`src/rtl/core/tsjc_pkg.sv`:
```
// tsjc_pkg: shared types, widths and register codes for the two-slope curve core.
// No dependencies.

package tsjc_pkg;

  localparam int unsigned SCALE_W   = 15;  // full scale, knee, run
  localparam int unsigned GAIN_W    = 16;  // Q8.8 inner gain
  localparam int unsigned CFG_W     = 16;  // config data bus
  localparam int unsigned CFG_IDX_W = 2;
  localparam int unsigned KG_W      = SCALE_W + 1 + GAIN_W;   // knee * gain
  localparam int unsigned RISE_W    = KG_W - 8;               // outer rise
  localparam int unsigned KGR_W     = KG_W + SCALE_W + 1;     // knee * gain * run
  localparam int unsigned FIXED_LAT = 7;   // pipeline stages besides the divider row

  typedef enum logic [CFG_IDX_W-1:0] {
    REG_FULL_SCALE = 2'd0,
    REG_KNEE       = 2'd1,
    REG_GAIN       = 2'd2
  } cfg_reg_e;

  typedef enum logic [1:0] {
    MODE_PASS,
    MODE_INNER,
    MODE_OUTER
  } mode_e;

  typedef struct packed {
    logic valid;
    logic neg;
  } ctl_t;

  // signed numerator width before the divide
  function automatic int unsigned num_width(int unsigned data_bits);
    int unsigned a;
    a = data_bits + 1 + RISE_W + 8;
    return ((a > KGR_W) ? a : KGR_W) + 1;
  endfunction

endpackage

```
`src/rtl/core/tsjc_front.sv`:
```
// tsjc_front: five-stage front end; builds the dividend magnitude, divisor and sign.
// Depends on tsjc_pkg.

module tsjc_front #(
  parameter int unsigned DATA_BITS = 16
) (
  input  logic                                       clk_i,
  input  logic                                       rst_ni,
  input  logic                                       valid_i,
  input  logic signed [DATA_BITS-1:0]                sample_i,
  input  logic        [tsjc_pkg::SCALE_W-1:0]        full_scale_i,
  input  logic        [tsjc_pkg::SCALE_W-1:0]        knee_i,
  input  logic signed [tsjc_pkg::GAIN_W-1:0]         gain_i,
  output tsjc_pkg::ctl_t                             ctl_o,
  output logic [tsjc_pkg::num_width(DATA_BITS)-9:0]  mag_o,
  output logic [tsjc_pkg::SCALE_W-1:0]               div_o
);

  import tsjc_pkg::*;

  localparam int unsigned DB    = DATA_BITS;
  localparam int unsigned CW    = DB + SCALE_W;
  localparam int unsigned XG_W  = DB + GAIN_W;
  localparam int unsigned PR_W  = DB + 1 + RISE_W;
  localparam int unsigned NUM_W = num_width(DATA_BITS);

  // stage 1: classify, knee * gain
  logic [DB-1:0]             x_u, ax, dm_d;
  logic [CW-1:0]             ax_w, k_w, dm_w;
  logic                      pass, inner;
  mode_e                     mode_d;
  logic signed [KG_W-1:0]    kg_d;

  logic                      v1_q, sneg1_q;
  mode_e                     mode1_q;
  logic signed [DB-1:0]      x1_q;
  logic [SCALE_W-1:0]        m1_q, run1_q;
  logic signed [KG_W-1:0]    kg1_q;
  logic [DB-1:0]             dm1_q;
  logic signed [GAIN_W-1:0]  g1_q;

  assign x_u   = sample_i;
  assign ax    = x_u[DB-1] ? (~x_u + DB'(1)) : x_u;
  assign ax_w  = CW'(ax);
  assign k_w   = CW'(knee_i);
  assign dm_w  = ax_w - k_w;
  assign dm_d  = dm_w[DB-1:0];
  assign inner = (ax_w <= k_w);
  assign pass  = (full_scale_i == '0) || (knee_i == '0) || (gain_i == '0) ||
                 (knee_i >= full_scale_i);
  assign mode_d = pass ? MODE_PASS : (inner ? MODE_INNER : MODE_OUTER);
  assign kg_d   = $signed({1'b0, knee_i}) * gain_i;

  always_ff @(posedge clk_i) begin
    mode1_q <= mode_d;
    sneg1_q <= x_u[DB-1];
    x1_q    <= sample_i;
    m1_q    <= full_scale_i;
    run1_q  <= full_scale_i - knee_i;
    kg1_q   <= kg_d;
    dm1_q   <= dm_d;
    g1_q    <= gain_i;
  end

  // stage 2: rise, knee*gain*run, inner product
  logic signed [KG_W-1:0]   t;
  logic [KG_W-1:0]          tb;
  logic signed [RISE_W-1:0] rise_d;
  logic signed [KGR_W-1:0]  kgr_d;
  logic signed [XG_W-1:0]   xg_d;

  logic                     v2_q, sneg2_q;
  mode_e                    mode2_q;
  logic signed [DB-1:0]     x2_q;
  logic [SCALE_W-1:0]       run2_q;
  logic signed [RISE_W-1:0] rise2_q;
  logic signed [KGR_W-1:0]  kgr2_q;
  logic signed [XG_W-1:0]   xg2_q;
  logic [DB-1:0]            dm2_q;

  assign t      = $signed({{(KG_W-SCALE_W-8){1'b0}}, m1_q, 8'b0}) - kg1_q;
  // bias negatives so the shift truncates toward zero
  assign tb     = t + KG_W'({8{t[KG_W-1]}});
  assign rise_d = $signed(tb[KG_W-1:8]);
  assign kgr_d  = kg1_q * $signed({1'b0, run1_q});
  assign xg_d   = x1_q * g1_q;

  always_ff @(posedge clk_i) begin
    mode2_q <= mode1_q;
    sneg2_q <= sneg1_q;
    x2_q    <= x1_q;
    run2_q  <= run1_q;
    rise2_q <= rise_d;
    kgr2_q  <= kgr_d;
    xg2_q   <= xg_d;
    dm2_q   <= dm1_q;
  end

  // stage 3: distance past knee times rise
  logic signed [PR_W-1:0]  pr_d;

  logic                    v3_q, sneg3_q;
  mode_e                   mode3_q;
  logic signed [DB-1:0]    x3_q;
  logic [SCALE_W-1:0]      run3_q;
  logic signed [KGR_W-1:0] kgr3_q;
  logic signed [XG_W-1:0]  xg3_q;
  logic signed [PR_W-1:0]  pr3_q;

  assign pr_d = $signed({1'b0, dm2_q}) * rise2_q;

  always_ff @(posedge clk_i) begin
    mode3_q <= mode2_q;
    sneg3_q <= sneg2_q;
    x3_q    <= x2_q;
    run3_q  <= run2_q;
    kgr3_q  <= kgr2_q;
    xg3_q   <= xg2_q;
    pr3_q   <= pr_d;
  end

  // stage 4: outer numerator (sign of sample factored out), pick by segment
  logic signed [NUM_W-1:0] n_d, sv_d;

  logic                    v4_q, sneg4_q, outer4_q;
  logic [SCALE_W-1:0]      run4_q;
  logic signed [NUM_W-1:0] sv4_q;

  assign n_d = NUM_W'(kgr3_q) + (NUM_W'(pr3_q) <<< 8);

  always_comb begin
    case (mode3_q)
      MODE_OUTER: sv_d = n_d;
      MODE_INNER: sv_d = NUM_W'(xg3_q);
      default:    sv_d = NUM_W'(x3_q) <<< 8;
    endcase
  end

  always_ff @(posedge clk_i) begin
    sneg4_q  <= sneg3_q;
    outer4_q <= (mode3_q == MODE_OUTER);
    run4_q   <= run3_q;
    sv4_q    <= sv_d;
  end

  // stage 5: magnitude / 256, divisor, result sign
  logic [NUM_W-1:0]   sv4_u, mag_full;

  logic               v5_q, neg5_q;
  logic [NUM_W-9:0]   mag5_q;
  logic [SCALE_W-1:0] div5_q;

  assign sv4_u    = sv4_q;
  assign mag_full = sv4_u[NUM_W-1] ? (~sv4_u + NUM_W'(1)) : sv4_u;

  always_ff @(posedge clk_i) begin
    neg5_q <= sv4_u[NUM_W-1] ^ (outer4_q & sneg4_q);
    mag5_q <= mag_full[NUM_W-1:8];
    div5_q <= outer4_q ? run4_q : SCALE_W'(1);
  end

  always_ff @(posedge clk_i or negedge rst_ni) begin
    if (!rst_ni) begin
      v1_q <= 1'b0;
      v2_q <= 1'b0;
      v3_q <= 1'b0;
      v4_q <= 1'b0;
      v5_q <= 1'b0;
    end else begin
      v1_q <= valid_i;
      v2_q <= v1_q;
      v3_q <= v2_q;
      v4_q <= v3_q;
      v5_q <= v4_q;
    end
  end

  assign ctl_o = '{valid: v5_q, neg: neg5_q};
  assign mag_o = mag5_q;
  assign div_o = div5_q;

endmodule

```
`config.mk`:
```
export PLATFORM = sky130hd
export DESIGN_NAME = tsjc_front
export DESIGN_NICKNAME = d
export VERILOG_FILES = /design/src/rtl/core/tsjc_pkg.sv /design/src/rtl/core/tsjc_front.sv
export SDC_FILE = /design/constraint.sdc
export NUM_CORES = 2
export LEC_CHECK = 0
export BUFFER_PORTS_ARGS = -buffer_cell sky130_fd_sc_hd__buf_2
export CORE_ASPECT_RATIO = 1.4
export CORE_MARGIN = 2
export CORE_UTILIZATION = 66
export DETAILED_ROUTE_END_ITERATION = 16
export PLACE_DENSITY = 0.83
export SLEW_MARGIN = 20
export SYNTH_ARGS = -nofsm -noshare
export SYNTH_HDL_FRONTEND = slang
export SYNTH_SLANG_ARGS = --single-unit
```
`constraint.sdc`:
```
create_clock -name clk_i -period 8.5 [get_ports clk_i]
set_input_delay 1.7 -clock clk_i [delete_from_list [all_inputs] [get_ports clk_i]]
set_output_delay 1.7 -clock clk_i [all_outputs]
set_load 0.05 [all_outputs]
```
==> reports/metrics.csv <==
metric,value,unit
depth of the most critical reg-to-reg path,23,
Tmin final,7.65,ns
RSZ-0062 raised after global routing,no,
Post-Syn Area,66800,sq um
GPL Wtd Cong,0.978,
CTS tree,built,
Yosys reg bits,549,
"Reg clk slew, reported paths",0.07,ns
FF-to-FF End,kgr2_q[44],
TritonCTS Sinks,549,
Crit Path Category,reg -> reg,
residual DRC count,0,
worst skew pair latency,0.66,ns
"FFs w/ async S/R, synth",0.00911,
Post-synth EDFFs,0,
Slew @ Worst Pin,1.18,ns
flop2flop setup slack,0.85,ns
YS warnings,0,
Hold EP,xg3_q[1],
endpoints failing hold,0,
IO buf count,123,
Syn Inst Count,7132,
Total Die Area,104000,sq um
hold path startpoint,xg2_q[1],
worst endpoint required time,8.99,ns
post-synthesis sequential area ratio,0.165,
Die Y,381,um
Synthesized Nets,8988,
drt wl/cell,21.0,um
root buffer cell,clkbuf_16,
Post-CTS Setup Bufs,0,
TritonCTS Buffers,53,
Starting Density,0.663,
DR vias,49200,
Hold Crit Class,reg -> reg,
post-cts resize count,0,
Die X,273,um
f_max,131,MHz
DRT antenna net count,0,
vias per cell,5.79,
"Slew Viols, Final",0,
GRT Util Overall,0.356,
hold path depth,0,
outcome,finished clean,
detailed-route wire length,178,mm
Clock Path Buffers,3,
Finished Core Util,0.698,
critical path startpoint category,register,
WP data arrival,8.14,ns
"Max FO, Critical Path",22,
# setup viols final,0,
share of cells above drive strength 1,0.0425,
Pre-antenna DRT Iters,6,
clock skew,0.0337,ns
# rows,138,
global-route wire length before repair,286,mm
Syn Area/Cell,9.37,sq um
largest net degree at the start of global routing,50,
I/O Pins,124,
initial antenna violation count,26,
maxcap violations,0,
total grt overflow,0,
Slew headroom,0.215,
Synth cell types,73,
"Primary FF master, synth",dfxtp_1,
final net count,8967,
Setup TNS Final,0,ns
vias in the first global route,55000,
"commonest non-fill, non-tap cell in the layout",inv_1,
hold-fix buffer count after cts,0,
Post-DP HPWL,143,mm
Final period util,0.900,
Max H-tree Level,2,
"commonest non-fill, non-tap cells in the layout","1558 x inv_1, 1276 x fa_1, 864 x nand2_1",
Detailed Route Iter0 Violations,3355,
Reg2Reg Launch Point,run1_q[1],
Core ar.,101000,sq um
Layout area overhead,5.31,%
Worst setup EP type,register,
==> cell families (layout without fill, tap and decap cells) <==
| family | count (synthesis) | count (layout) | synth area share |
|---|---|---|---|
| xor+xnor | 312 | 312 | 0.0409 |
| compound gates | 678 | 678 | 0.0653 |
| simple gates | 1984 | 1984 | 0.148 |
| buf+inv | 1813 | 1836 | 0.102 |
| flops | 549 | 549 | 0.165 |
| mux | 5 | 5 | 0.000768 |
| fa+ha+maj | 1791 | 1791 | 0.479 |
| other cells | 0 | 8 | 0 |
==> sequential cells by signal (all words and copies together) (netlist names), 16 cells and up <==
| signal | cells |
|---|---|
| kgr2_q | 48 |
| kgr3_q | 48 |
| xg2_q | 32 |
| dm1_q | 16 |
| dm2_q | 16 |
| pr3_q | 41 |
| xg3_q | 32 |
| rise2_q | 24 |
| sv4_q | 50 |
| g1_q | 16 |
| kg1_q | 32 |
| mag_o | 42 |
==> how the worst max path moves through the flow <==
stage / start / slack [ns] / depth (start not counted) / end
after floorplan: knee_i[13] / 1.24 / 21 / kg1_q[31]
after global placement: knee_i[10] / 1.04 / 19 / kg1_q[31]
after detailed placement: knee_i[13] / 0.93 / 19 / kg1_q[31]
after CTS: run1_q[1] / 1.08 / 23 / kgr2_q[44]
after global routing: run1_q[1] / 0.66 / 23 / kgr2_q[44]
final: run1_q[1] / 0.85 / 23 / kgr2_q[44]
==> cell usage after synthesis (all sizes together) (31+ instances only) <==
cell type / instances / share of area
nor3: 55 / 0.0041
nor2: 148 / 0.0083
o21ai: 136 / 0.010
a21o: 82 / 0.0092
and2: 636 / 0.060
inv: 1558 / 0.087
o21a: 45 / 0.0051
nand3: 49 / 0.0037
clkbuf: 250 / 0.014
nand4: 34 / 0.0032
nand2b: 37 / 0.0035
xnor2: 238 / 0.031
dfxtp: 544 / 0.16
nand2: 864 / 0.049
nor2b: 31 / 0.0029
ha: 515 / 0.096
fa: 1276 / 0.38
a21oi: 201 / 0.015
xor2: 74 / 0.0097
==> routing by layer <==
| metal | GRT usage | share of wire |
|---|---|---|
| met1 | 0.396 | 0.34 |
| met3 | 0.0755 | 0.089 |
| met2 | 0.618 | 0.50 |
| met4 | 0.226 | 0.074 |
| met5 | 0 | 0.0011 |
==> worst max-delay path, cell delays in order, from the launching register on <==
cell and delay, ns:
dfxtp_1 0.68, buf_4 0.44, nand2_1 0.15, fa_1 0.56, fa_1 0.53, fa_1 0.52, inv_1 0.06, fa_1 0.48
fa_1 0.49, inv_1 0.05, fa_1 0.49, inv_1 0.06, ha_1 0.36, and3_1 0.21, nand2_1 0.08, o31ai_1 0.32
buf_4 0.21, o211ai_1 0.11, a21oi_1 0.26, o21ai_0 0.24, o21ai_0 0.50, a21o_1 0.20, a21oi_1 0.09, xnor2_1 0.39
==> stage by stage <==
| step | hold WS, ns | worst slack [ns] | instance area [sq um] | std cells |
|---|---|---|---|---|
| final | 0.316 | 0.847 | 70400 | 8493 |
| after global routing | 0.320 | 0.659 | 70400 | 8486 |
| after CTS | 0.316 | 1.08 | 70400 | 8485 |
| after detailed placement | 0.312 | 0.930 | 68600 | 8386 |
| after global placement | 0.310 | 1.04 | 68600 | 8386 |
| after floorplan | 0.310 | 1.24 | 66800 | 7132 |
==> cell type report <==
type | instances | area [sq um]
diodes | 8 | 20.0
clock buffers | 68 | 1440
clock inverters | 31 | 352
fillers | 7541 | 30400
inverters | 1558 | 5850
multi-input cells | 4770 | 49000
flip-flops and latches | 549 | 11000
well taps | 1330 | 1660
repair buffers | 179 | 1040
Power is left out: the tool's default activity adds up to more than one toggle a clock period on the data nets, which glitch-free logic cannot reach.
