==> src/rtl/core/tsjc_pkg.sv <==
// tsjc_pkg: shared types, widths and register codes for the two-slope curve core.
// No dependencies.

package tsjc_pkg;

  localparam int unsigned SCALE_W   = 15;  // full scale, knee, run
  localparam int unsigned GAIN_W    = 16;  // Q8.8 inner gain
  localparam int unsigned CFG_W     = 16;  // config data bus
  localparam int unsigned CFG_IDX_W = 2;
  localparam int unsigned KG_W      = SCALE_W + 1 + GAIN_W;   // knee * gain
  localparam int unsigned RISE_W    = KG_W - 8;               // outer rise
  localparam int unsigned KGR_W     = KG_W + SCALE_W + 1;     // knee * gain * run
  localparam int unsigned FIXED_LAT = 7;   // pipeline stages besides the divider row

  typedef enum logic [CFG_IDX_W-1:0] {
    REG_FULL_SCALE = 2'd0,
    REG_KNEE       = 2'd1,
    REG_GAIN       = 2'd2
  } cfg_reg_e;

  typedef enum logic [1:0] {
    MODE_PASS,
    MODE_INNER,
    MODE_OUTER
  } mode_e;

  typedef struct packed {
    logic valid;
    logic neg;
  } ctl_t;

  // signed numerator width before the divide
  function automatic int unsigned num_width(int unsigned data_bits);
    int unsigned a;
    a = data_bits + 1 + RISE_W + 8;
    return ((a > KGR_W) ? a : KGR_W) + 1;
  endfunction

endpackage

==> src/rtl/core/tsjc_cell.sv <==
// tsjc_cell: one restoring-division step; produces one quotient bit per word.
// Depends on tsjc_pkg.

module tsjc_cell #(
  parameter int unsigned DQ_W = 16
) (
  input  logic                          clk_i,
  input  logic                          rst_ni,
  input  tsjc_pkg::ctl_t                ctl_i,
  input  logic                          ovf_i,
  input  logic [tsjc_pkg::SCALE_W-1:0]  rem_i,
  input  logic [DQ_W-1:0]               dq_i,
  input  logic [tsjc_pkg::SCALE_W-1:0]  div_i,
  output tsjc_pkg::ctl_t                ctl_o,
  output logic                          ovf_o,
  output logic [tsjc_pkg::SCALE_W-1:0]  rem_o,
  output logic [DQ_W-1:0]               dq_o,
  output logic [tsjc_pkg::SCALE_W-1:0]  div_o
);

  import tsjc_pkg::*;

  logic [SCALE_W:0]   part;
  logic [SCALE_W+1:0] trial;
  logic               ge;
  logic [SCALE_W-1:0] rem_d;
  logic [DQ_W-1:0]    dq_d;

  logic               valid_q, neg_q, ovf_q;
  logic [SCALE_W-1:0] rem_q, div_q;
  logic [DQ_W-1:0]    dq_q;

  // dividend bits shift out the top of dq, quotient bits shift in at the bottom
  assign part  = {rem_i, dq_i[DQ_W-1]};
  assign trial = {1'b0, part} - {2'b00, div_i};
  assign ge    = ~trial[SCALE_W+1];
  assign rem_d = ge ? trial[SCALE_W-1:0] : part[SCALE_W-1:0];
  assign dq_d  = {dq_i[DQ_W-2:0], ge};

  always_ff @(posedge clk_i or negedge rst_ni) begin
    if (!rst_ni) begin
      valid_q <= 1'b0;
    end else begin
      valid_q <= ctl_i.valid;
    end
  end

  always_ff @(posedge clk_i) begin
    neg_q <= ctl_i.neg;
    ovf_q <= ovf_i;
    rem_q <= rem_d;
    dq_q  <= dq_d;
    div_q <= div_i;
  end

  assign ctl_o = '{valid: valid_q, neg: neg_q};
  assign ovf_o = ovf_q;
  assign rem_o = rem_q;
  assign dq_o  = dq_q;
  assign div_o = div_q;

endmodule

==> config.mk <==
export PLATFORM = sky130hd
export DESIGN_NAME = tsjc_cell
export DESIGN_NICKNAME = d
export VERILOG_FILES = /design/src/rtl/core/tsjc_pkg.sv /design/src/rtl/core/tsjc_cell.sv
export SDC_FILE = /design/constraint.sdc
export NUM_CORES = 1
export LEC_CHECK = 0
export ABC_CLOCK_PERIOD_IN_PS = 870
export BUFFER_PORTS_ARGS = -buffer_cell sky130_fd_sc_hd__buf_2
export CORE_MARGIN = 2
export CORE_UTILIZATION = 48
export DETAILED_ROUTE_END_ITERATION = 6
export PLACE_DENSITY = 0.83
export RECOVER_POWER = 50
export SKIP_LAST_GASP = 1
export SLEW_MARGIN = 10
export SYNTH_ARGS = -nofsm -noshare
export SYNTH_HDL_FRONTEND = slang
export SYNTH_SLANG_ARGS = --single-unit
export TNS_END_PERCENT = 30
==> constraint.sdc <==
create_clock -name clk_i -period 0.87 [get_ports clk_i]
set_input_delay 0.087 -clock clk_i [delete_from_list [all_inputs] [get_ports clk_i]]
set_output_delay 0.087 -clock clk_i [all_outputs]
set_load 0.02 [all_outputs]
==> results.cfg, run 1 <==
[pwr]
p_leak_nw = 1.808
internal_power_mw = 4.370
pwr-share-comb_pct = 33.1
seqPwrFrac_pct = 40.2
total_power_mw = 6.343
clkPwrFrac_pct = 26.7
power.switching_mw = 1.973
ir_drop_v = 0.001117
switching_share_pct = 31.10
cellPowerDensity_nw_per_um2 = 1792

[synthesis]
syn-cell-area_sq_um = 1988
synth_top_family_by_area = compound AO/OA/AOI/OAI gates
synth-simple-area-share_pct = 9.503
ys_seq_area_share_pct = 49.59
synth-adder-area-share_pct = 10.45
synth_compound_area_share_pct = 12.52
yosys_warnings = 0
synth_seq_cells = 49
syn_nets = 247
synth-xor-area-share_pct = 4.405
synthDistinctLibCells = 42
syn_inst = 180
avgSynthCellArea_sq_um = 11.05
synthMuxAreaShare_pct = 8.433

[detailed_routing]
wl_per_cell_um = 18.91
postRouteAntennaNets = 0
first_iter_violations = 130
vias_per_cell = 5.319
drt_pass1_iterations = 4
dr_total_vias = 2266
drc = 0
routed_wirelength_um = 8055

[min_path]
hold_class = in2reg
worstHoldStart = div_i[1]

[place]
io_buffers = 99
post_dp_cell_area_sq_um = 2912
globalplace.congestion = 0.8131
preCtsSetupSlack_ns = -1.497
place_hpwl_um = 3679

[outcome]
outcome = finished with violations
violations = hold timing, setup timing

[clock_tree]
clkTransAtPathRegs_ns = 0.10
cts_tree = built
cts_made_buffers = 5
cts_root_buf = clkbuf_8
postCtsHoldBufs = 34
cts_max_path_buffers = 2
cts_sinks = 49
htreeDepth = 2

[sta]
setup_viol = 43
post-route-period-util_pct = 227.4
period_minus_slack_ns = 1.979
max_slew_margin_pct = 67.12
setup_ws_ns = -1.109
rsz0062_at_grt = true
fmax_mhz = 505.4
report.final.slew_viol_count = 0
worstMarginPinSlew_ns = 0.4807
finalHoldWorstSlack_ns = -0.06608
hold_viol = 1

[critical_path]
max_stage_delay_ns = 0.38
path_cells = buf_8, inv_12, ha_4, fa_2, nor2b_4, o211ai_2, a211oi_2, o2111a_1, or2_4, buf_6, mux2_4
end_kind = register
cpMaxStageDelayCell = fa_2
required_ns = 1.07
cp_num_buf_inv = 3
worstPathMaxFanout = 6
startpoint_type = primary input
startpoint = dq_i[15]
path_class = in2reg
arrival_ns = 2.18
critical_path.top_delay_family = compound AO/OA/AOI/OAI gates

[die]
die-area_sq_um = 4673
dieHeight_um = 68.36
io_pins = 100
rows = 23
initial_core_util_pct = 49.70
die_w_um = 68.36
core_sq_um = 4000

[final_layout]
n_antenna_cell = 0
utilization_pct = 88.46
syn_to_final_growth_pct = 77.97
layout-drive-gt1-share_pct = 49.73
fillers = 172
nets = 442
design_area_sq_um = 3538

[grt]
met3_usage_pct = 10.69
grt_start_max_net_pins = 17
top_usage_layer = met2
antenna_found_initial = 0
grt_pass1_vias = 2402
grt.met2_usage_pct = 58.74
grt_usage_pct = 33.23
gr-total-overflow = 0
use_met1_pct = 32.35
grt_pass1_wl_um = 11270

[run]
cap_violations = 0
==> worst paths after layout <==
check	endpoint	cells past startpoint
hold / removal	div_o[1]	1
max in group asynchronous	valid_q	2
setup / recovery	rem_o[13]	11
min in group asynchronous	valid_q	2
==> cell families (layout without fill, tap and decap cells) <==
group | Yosys count | count (layout)
buffers and inverters | 21 | 217
adders and majority gates | 16 | 16
DFF | 49 | 49
xor gates and xnor gates | 10 | 10
AOI/OAI and AO/OA | 34 | 34
and+or+nand+nor | 36 | 36
muxes | 14 | 14
==> power groups by stage <==
stage / clock network, mW / logic (mW) / registers, mW
final: 1.69 / 2.10 / 2.55
after global routing: 1.77 / 2.21 / 2.56
after CTS: 1.66 / 1.90 / 2.53
after detailed placement: 0 / 1.66 / 2.58
after global placement: 0 / 1.62 / 2.58
after floorplan: 0 / 0.670 / 2.88
==> stage by stage <==
stage | std cells | setup TNS [ns] | hold WS, ns
after floorplan | 180 | -18.68 | -0.2086
after global placement | 374 | -21.52 | -0.1339
after detailed placement | 374 | -22.79 | -0.1364
after CTS | 423 | -13.90 | -0.06603
after global routing | 426 | -18.85 | -0.06113
final | 426 | -17.17 | -0.06608
==> flip-flops by register name, summed over array words and instances, names as in the netlist <==
name and flops:
dq_o 16, div_o 15, rem_o 15, neg_q 1, ovf_o 1, valid_q 1
==> timing repair <==
item | 4_1_cts | 5_1_grt
hold endpoints to repair | 35 | 1
pin swaps | 9 | 3
resized for setup | 15 | 11
buffers inserted | 7 | 3
endpoints found under the setup margin | 30 | 63
gates cloned | 0 | 0
==> cells in the mapped netlist <==
cell type   n  area share, %
mux2_1      6            3.4
mux2_4      4            3.0
o2bb2ai_1   1           0.44
and2b_1     1           0.38
dfxtp_1    48             48
and2_1      1           0.31
nor3_1      3           0.75
inv_1      17            3.2
and3_1      1           0.31
or2_1       1           0.31
o21ai_0     3           0.75
nand4_1     2           0.63
nor2_1     11            2.1
nor2b_1     4            1.3
ha_1       15            9.4
nand3_1     3           0.75
a21o_1      2           0.75
a211o_1     2           0.88
buf_4       2           0.75
nand4b_1    1           0.44
buf_6       2            1.1
a2111oi_0   1           0.44
a211oi_1    4            1.5
o211ai_2    1           0.63
dfrtp_1     1            1.3
a31oi_1     3           0.94
and4_1      1           0.44
o2111ai_1   1           0.44
o21ai_1     2           0.50
a21oi_2     2           0.88
o21a_1      5            1.9
nor3b_1     2           0.75
mux2i_1     4            2.0
or2_2       1           0.31
o2111a_1    1           0.57
a41oi_1     1           0.44
a221oi_1    1           0.44
nand2_1     4           0.75
a21oi_1     4            1.0
fa_1        1            1.0
xnor2_1     8            3.5
xor2_1      2           0.88
==> area by class of cell <==
cell class | count | area [sq um] | area share, %
Sequential cell | 49 | 989.7 | 27.97
Tap cell | 50 | 62.56 | 1.768
Clock inverter | 3 | 46.29 | 1.308
Multi-Input combinational cell | 110 | 977.2 | 27.62
Inverter | 17 | 76.32 | 2.157
Timing Repair Buffer | 192 | 1318 | 37.23
Clock buffer | 5 | 68.82 | 1.945
==> per-layer routing <==
metal / part of all wire (%) / up-vias / routed length [um]
li1: - / 1013 / -
met2: 51 / 148 / 4120
met5: 0 / - / 0
met4: 5.0 / 0 / 399
met3: 7.8 / 47 / 630
met1: 36 / 1058 / 2904
==> cells in the final DEF, fill, tap and decap left out, types with 2 or more instances in the layout <==
cell type / Yosys / final
nand2_1: 4 / 4
buf_6: 2 / 7
dlygate4sd3_1: 0 / 34
nand3_1: 3 / 3
nor2b_1: 4 / 3
o21a_1: 5 / 5
a21o_1: 2 / 2
buf_2: 0 / 91
xnor2_1: 8 / 8
inv_1: 17 / 15
a21oi_1: 4 / 4
ha_4: 0 / 2
a211o_1: 2 / 2
mux2i_1: 4 / 4
dfxtp_1: 48 / 47
buf_4: 2 / 55
o21ai_2: 0 / 2
nor3_1: 3 / 3
clkbuf_8: 0 / 5
a211oi_1: 4 / 3
nand4_1: 2 / 2
a31oi_1: 3 / 3
a21oi_2: 2 / 2
ha_1: 15 / 13
mux2_4: 4 / 9
clkbuf_1: 0 / 4
nor2_1: 11 / 11
o21ai_0: 3 / 3
xor2_1: 2 / 2
nor3b_1: 2 / 2
(Power assumes the default switching activity.)
==> run 2: changes to the inputs <==
--- a/config.mk
+++ b/config.mk
@@ -9,6 +9,7 @@
 export BUFFER_PORTS_ARGS = -buffer_cell sky130_fd_sc_hd__buf_2
 export CORE_MARGIN = 2
 export CORE_UTILIZATION = 48
+export CTS_CLUSTER_SIZE = 24
 export DETAILED_ROUTE_END_ITERATION = 6
 export PLACE_DENSITY = 0.83
 export RECOVER_POWER = 50
@@ -17,4 +18,4 @@
 export SYNTH_ARGS = -nofsm -noshare
 export SYNTH_HDL_FRONTEND = slang
 export SYNTH_SLANG_ARGS = --single-unit
-export TNS_END_PERCENT = 30
+export TNS_END_PERCENT = 100
==> run 2 against run 1 <==
Synthesized area did not move; the run now fails in global routing; synthesized cell count did not move.
==> results.cfg, run 2 <==
[synthesis]
synth-edff-count = 0
synth-main-ff-cell = dfxtp_1
synth_top_area_share_pct = 48.33
syn-cell-area_sq_um = 1988
post-synth-top-count-cell = dfxtp_1
syn_nets = 247
syn_inst = 180
synthTopCellsByArea = dfxtp_1 48%, ha_1 9.4%, xnor2_1 3.5%, mux2_1 3.4%, inv_1 3.2%
synthTopCellsByCount = 48 x dfxtp_1, 17 x inv_1, 15 x ha_1, 11 x nor2_1, 8 x xnor2_1
avgSynthCellArea_sq_um = 11.05
synthDistinctLibCells = 42
synth_seq_cells = 49
yosys_warnings = 0
ys_seq_area_share_pct = 49.59
yosysTopAreaCell = dfxtp_1
async_flop_share_pct = 2.041

[clock_tree]
cts_root_buf = clkbuf_8
cts_sinks = 49
cts_made_buffers = 5
cts_max_path_buffers = 2
htreeDepth = 2

[grt]
gr-total-overflow = 134
grt_start_max_net_pins = 16
grt_usage_pct = 78.61

[die]
initial_core_util_pct = 49.70
io_pins = 100
rows = 23
dieHeight_um = 68.36
die_w_um = 68.36

[place]
post_dp_cell_area_sq_um = 2902
place_hpwl_um = 3910
globalplace.congestion = 0.8183
io_buffers = 99

[sta]
grt_worst_setup_endpoint = rem_o[6]$_DFF_P_/D
worstEndpointType = register data pin

[outcome]
lastStage = global routing
firstError = [ERROR GRT-0232] Routing congestion too high. Check the congestion heatmap in the GUI.
outcome = did not finish
[run 2: cell counts after synthesis]
No cell type changed its count.
[run 2: routing by layer]
metal,global-route usage (%),GRT overflow
met2,100.1,73
met1,71.03,0
met4,100.5,61
met5,17.50,0
met3,55.26,0
[run 2: cells by family after synthesis]
kind of cell	share of synthesized area (%)
AOI/OAI and AO/OA	12.52
xor gates and xnor gates	4.406
muxes	8.433
adders and majority gates	10.45
buffers and inverters	5.097
and+or+nand+nor	9.503
DFF	49.59
[run 2: metrics by stage]
stage | instances | hold WS (ns) | util [%] | setup TNS, ns | setup WS [ns]
after floorplan | 180 | -0.2086 | - | -18.68 | -1.294
after global placement | 371 | -0.1382 | 72.54 | -21.60 | -1.446
after detailed placement | 371 | -0.1381 | 72.54 | -22.76 | -1.520
after CTS | 421 | -0.06799 | 91.05 | -14.00 | -0.9268
[run 2: what timing repair did]
item                                    in CTS
hold buffers                                34
buffers inserted                             7
endpoints found under the hold margin       35
pin swaps                                   10
resized for setup                           58
cloned                                       1
endpoints found under the setup margin      38
==> run 3: changes to the inputs <==
--- a/config.mk
+++ b/config.mk
@@ -8,10 +8,9 @@
 export ABC_CLOCK_PERIOD_IN_PS = 870
 export BUFFER_PORTS_ARGS = -buffer_cell sky130_fd_sc_hd__buf_2
 export CORE_MARGIN = 2
-export CORE_UTILIZATION = 48
-export CTS_CLUSTER_SIZE = 24
+export CORE_UTILIZATION = 35
 export DETAILED_ROUTE_END_ITERATION = 6
-export PLACE_DENSITY = 0.83
+export PLACE_DENSITY_LB_ADDON = 0.15
 export RECOVER_POWER = 50
 export SKIP_LAST_GASP = 1
 export SLEW_MARGIN = 10
==> run 3 against run 2 <==
The flow now finishes, with violations (hold timing, setup timing).
==> results.cfg, run 3 (synthesis gave the netlist of run 1 again) <==
[detailed_routing]
dr_total_vias = 1937
postRouteAntennaNets = 0
first_iter_violations = 19
drt_pass1_iterations = 3
routed_wirelength_um = 5320
wl_per_cell_um = 11.88
drc = 0
vias_per_cell = 4.324

[final_layout]
syn_to_final_growth_pct = 92.20
design_area_sq_um = 3821
n_antenna_cell = 0
layout_commonest_cell = buf_4
largest_reg_flops = 16
layout-drive-gt1-share_pct = 56.38
final_cells = 448
final_cell_mix = 70 x buf_4, 57 x buf_2, 35 x dlygate4sd3_1, 28 x dfxtp_1, 28 x buf_6
nets = 442

[sta]
post-route-period-util_pct = 209.9
hold_viol = 1
report.final.slew_viol_count = 0
max_slew_margin_pct = 75.51
rsz0062_at_grt = true
setup_viol = 17
worstMarginPinSlew_ns = 0.3581
setup_ws_ns = -0.9559
fmax_mhz = 547.7
finalHoldWorstSlack_ns = -0.06674
period_minus_slack_ns = 1.826

[pwr]
internal_power_mw = 4.872
power.switching_mw = 1.780
seqPwrFrac_pct = 38.9
switching_share_pct = 26.76
total_power_mw = 6.652
cellPowerDensity_nw_per_um2 = 1741
clkPwrFrac_pct = 29.1
p_leak_nw = 1.890
ir_drop_v = 0.001054
pwr-share-comb_pct = 32.0

[grt]
gr-total-overflow = 0
top_usage_layer = met2
grt_pass1_vias = 1910
grt.met2_usage_pct = 29.32
grt_pass1_wl_um = 8300
antenna_found_initial = 0
met3_usage_pct = 3.959
use_met1_pct = 19.65
grt_start_max_net_pins = 17
grt_usage_pct = 16.55

[die]
initial_core_util_pct = 36.11
dieHeight_um = 79.37
core_sq_um = 5507
die-area_sq_um = 6300
rows = 27
die_w_um = 79.37
io_pins = 100

[clock_tree]
htreeDepth = 2
postCtsHoldBufs = 35
cts_sinks = 49
cts_tree = built
clkTransAtPathRegs_ns = 0.10
cts_root_buf = clkbuf_8
cts_made_buffers = 5
cts_max_path_buffers = 2

[place]
post_dp_cell_area_sq_um = 2939
place_hpwl_um = 3690
preCtsSetupSlack_ns = -1.492
io_buffers = 99
globalplace.congestion = 0.8668
dp_cells = 396

[min_path]
hold_depth = 1
hold_class = in2reg

[outcome]
violations = hold timing, setup timing
outcome = finished with violations

[critical_path]
path_class = in2reg
required_ns = 1.06
end_kind = register
arrival_ns = 2.01
worstPathMaxFanout = 8
startpoint_type = primary input

[run]
cap_violations = 0
-- run 3: critical path, cell delays in order --
cell and delay, ns:
buf_8 0.09, inv_12 0.03, ha_4 0.15, fa_2 0.37, nor2b_4 0.14, o211ai_2 0.11, a211oi_2 0.25, o2111a_1 0.22
or2_4 0.14, buf_6 0.14, mux2_4 0.29
-- run 3: area by class of cell --
class	instances	area, sq um
tap	72	90.09
inverter	17	76.32
fill	444	1685
clock buffer	5	68.82
clock inverter	3	68.82
sequential	49	1011
multi-input combinational	110	999.7
timing repair buffer	192	1506
-- run 3: stage by stage --
| stage | setup TNS [ns] | utilization, % | hold WS (ns) |
|---|---|---|---|
| after detailed placement | -22.88 | 53.37 | -0.1371 |
| final | -14.30 | 69.39 | -0.06674 |
| after global placement | -22.09 | 53.37 | -0.1388 |
| after global routing | -16.19 | 69.39 | -0.07330 |
| after CTS | -14.17 | 66.03 | -0.07460 |
| after floorplan | -18.68 | - | -0.2086 |
-- run 3: final timing paths --
kind                       startpoint         to  slack, ns
max                          dq_i[15]  rem_o[10]      -0.96
min                          div_i[1]   div_o[1]      -0.07
max in group asynchronous      rst_ni    valid_q       0.69
min in group asynchronous      rst_ni    valid_q       0.09
-- run 3: what timing repair did --
| item | in CTS | in global routing |
|---|---|---|
| endpoints found under the hold margin | 36 | 1 |
| endpoints found under the setup margin | 37 | 54 |
| buffers inserted | 10 | 3 |
| resized for setup | 46 | 63 |
| pin swaps | 12 | 4 |
-- run 3: per-layer routing --
layer  part of all wire, %  up-vias
met5                     0        -
met4                   1.1        0
met3                   7.0        7
met2                    48       71
met1                    44      843
li1                      -     1016
-- run 3: power by group through the flow --
stage | Sequential [mW] | Combinational (mW) | Clock [mW]
detailed placement | 2.57 | 1.67 | 0
global placement | 2.57 | 1.66 | 0
finish | 2.59 | 2.13 | 1.94
CTS | 2.54 | 1.97 | 2.01
floorplan | 2.88 | 0.670 | 0
global route | 2.61 | 2.29 | 2.08
==> run 4: changes to the inputs <==
--- a/config.mk
+++ b/config.mk
@@ -7,6 +7,8 @@
 export LEC_CHECK = 0
 export ABC_CLOCK_PERIOD_IN_PS = 870
 export BUFFER_PORTS_ARGS = -buffer_cell sky130_fd_sc_hd__buf_2
+export CELL_PAD_IN_SITES_DETAIL_PLACEMENT = 0
+export CELL_PAD_IN_SITES_GLOBAL_PLACEMENT = 1
 export CORE_MARGIN = 2
 export CORE_UTILIZATION = 35
 export DETAILED_ROUTE_END_ITERATION = 6
==> run 4 against run 3 <==
The run ends with setup timing left; sequential cell count unchanged; first-iteration DRC count increased by 16%; routed wire length increased by 1.0%; non-clock buffer count increased by 1; sequential share of layout area increased by 0.23 points; utilization decreased by 0.93 points; die area unchanged; combinational power about the same.
==> results.cfg, run 4 (synthesis gave the netlist of run 1 again) <==
[clock_tree]
cts_root_buf = clkbuf_8
htreeDepth = 2
cts_sinks = 49
cts_made_buffers = 5
cts_max_path_buffers = 2
clkTransAtPathRegs_ns = 0.10
cts_tree = built

[die]
die-area_sq_um = 6300
core_sq_um = 5507
die_w_um = 79.37
io_pins = 100
rows = 27
dieHeight_um = 79.37
initial_core_util_pct = 36.11

[pwr]
seqPwrFrac_pct = 42.3
pwr-share-comb_pct = 35.5
p_leak_nw = 1.878
total_power_mw = 6.100
ir_drop_v = 0.0008667
clkPwrFrac_pct = 22.3
cellPowerDensity_nw_per_um2 = 1618
internal_power_mw = 4.297
power.switching_mw = 1.803
switching_share_pct = 29.56

[run]
cap_violations = 0

[final_layout]
design_area_sq_um = 3770
syn_to_final_growth_pct = 89.62
fillers = 459
seq_area_sq_um = 1006
largest_reg_flops = 16
nets = 443
multi_input_area_sq_um = 993.5
final_cells = 449
n_antenna_cell = 0
layout_commonest_cell = buf_4
layout-drive-gt1-share_pct = 55.17
final_cell_mix = 80 x buf_4, 50 x buf_2, 34 x dlygate4sd3_1, 32 x dfxtp_1, 27 x buf_6

[sta]
finalHoldWorstSlack_ns = 0.02507
rsz0062_at_grt = true
post-route-period-util_pct = 215.6
hold_viol = 0
max_slew_margin_pct = 73.65
setup_ws_ns = -1.006
report.final.slew_viol_count = 0
worstMarginPinSlew_ns = 0.3853
period_minus_slack_ns = 1.876
fmax_mhz = 533.0
setup_viol = 18

[min_path]
hold_class = in2reg
worstHoldStart = rem_i[5]
hold_depth = 2
min_to = rem_o[6]

[place]
post_dp_cell_area_sq_um = 2939
dp_cells = 396
globalplace.congestion = 0.8521
place_hpwl_um = 3688
io_buffers = 99

[detailed_routing]
postRouteAntennaNets = 0
drt_pass1_iterations = 4
dr_total_vias = 2004
routed_wirelength_um = 5375
wl_per_cell_um = 11.97
vias_per_cell = 4.463
drc = 0
first_iter_violations = 22

[grt]
antenna_found_initial = 0
gr-total-overflow = 0
grt_pass1_wl_um = 8100
grt_usage_pct = 16.16
grt_start_max_net_pins = 17
grt_pass1_vias = 1919

[critical_path]
worstPathMaxFanout = 7
required_ns = 1.07
end_kind = register
startpoint_type = primary input
arrival_ns = 2.07
path_class = in2reg

[outcome]
violations = setup timing
outcome = finished with violations
[run 4: cell count changes in the layout (fill, tap and decap cells not counted), moves of 2 or more]
cell | before | now
buf_4 | 70 | 80
buf_2 | 57 | 50
mux2_1 | 2 | 0
mux2_4 | 8 | 10
dfxtp_1 | 28 | 32
or2_4 | 2 | 0
bufinv_16 | 2 | 0
dfxtp_2 | 20 | 16
[run 4: stage by stage]
stage / setup TNS [ns] / worst slack (ns) / utilization (%)
final: -15.27 / -1.006 / 68.46
after global routing: -16.47 / -1.074 / 68.46
after CTS: -14.79 / -0.9799 / 65.24
after detailed placement: -23.33 / -1.532 / 53.37
after global placement: -22.67 / -1.476 / 53.37
after floorplan: -18.68 / -1.294 / -
[run 4: layout make-up]
cell class,instances,share of cell area [%]
multi-input combinational,110,26.35
sequential,49,26.68
timing repair buffer,193,40.16
clock inverter,3,0.5642
clock buffer,5,1.825
tap,72,2.390
inverter,17,2.025
[run 4: layer usage]
layer	share of wire [%]	global-route usage (%)	up-vias	wire, um
met5	0	0	-	0
met4	1.4	5.345	0	74
met3	7.6	3.733	9	408
met2	48	28.90	73	2566
met1	43	19.00	906	2325
li1	-	-	1016	-
[run 4: repair_timing]
| action | 4_1_cts | 5_1_grt |
|---|---|---|
| hold buffers | 34 | 0 |
| buffers inserted | 10 | 2 |
| hold endpoints to repair | 34 | 0 |
| resized for setup | 44 | 62 |
| endpoints found under the setup margin | 34 | 58 |
| pin swaps | 13 | 0 |
[run 4: worst max path at each step]
stage,start,endpoint,slack (ns),depth (start not counted)
final,dq_i[15],rem_o[9],-1.01,11
after global routing,dq_i[15],rem_o[5],-1.07,11
after CTS,dq_i[15],rem_o[5],-0.98,11
after detailed placement,dq_i[15],rem_o[5],-1.53,11
after global placement,dq_i[15],rem_o[8],-1.48,11
after floorplan,dq_i[15],rem_o[10],-1.29,11
[run 4: power by group through the flow]
stage | sequential (mW) | combinational, mW | clock [mW]
4_1_cts | 2.54 | 2.02 | 1.41
2_1_floorplan | 2.88 | 0.670 | 0
3_5_place_dp | 2.58 | 1.67 | 0
6_report | 2.58 | 2.16 | 1.36
3_3_place_gp | 2.57 | 1.66 | 0
5_1_grt | 2.60 | 2.33 | 1.49
[run 4: critical path, cell delays in order]
cell      delay, ns
buf_8          0.09
inv_12         0.03
ha_4           0.15
fa_2           0.36
nor2b_4        0.14
o211ai_2       0.11
a211oi_2       0.25
o2111a_1       0.23
or2_1          0.15
buf_6          0.16
mux2_4         0.30
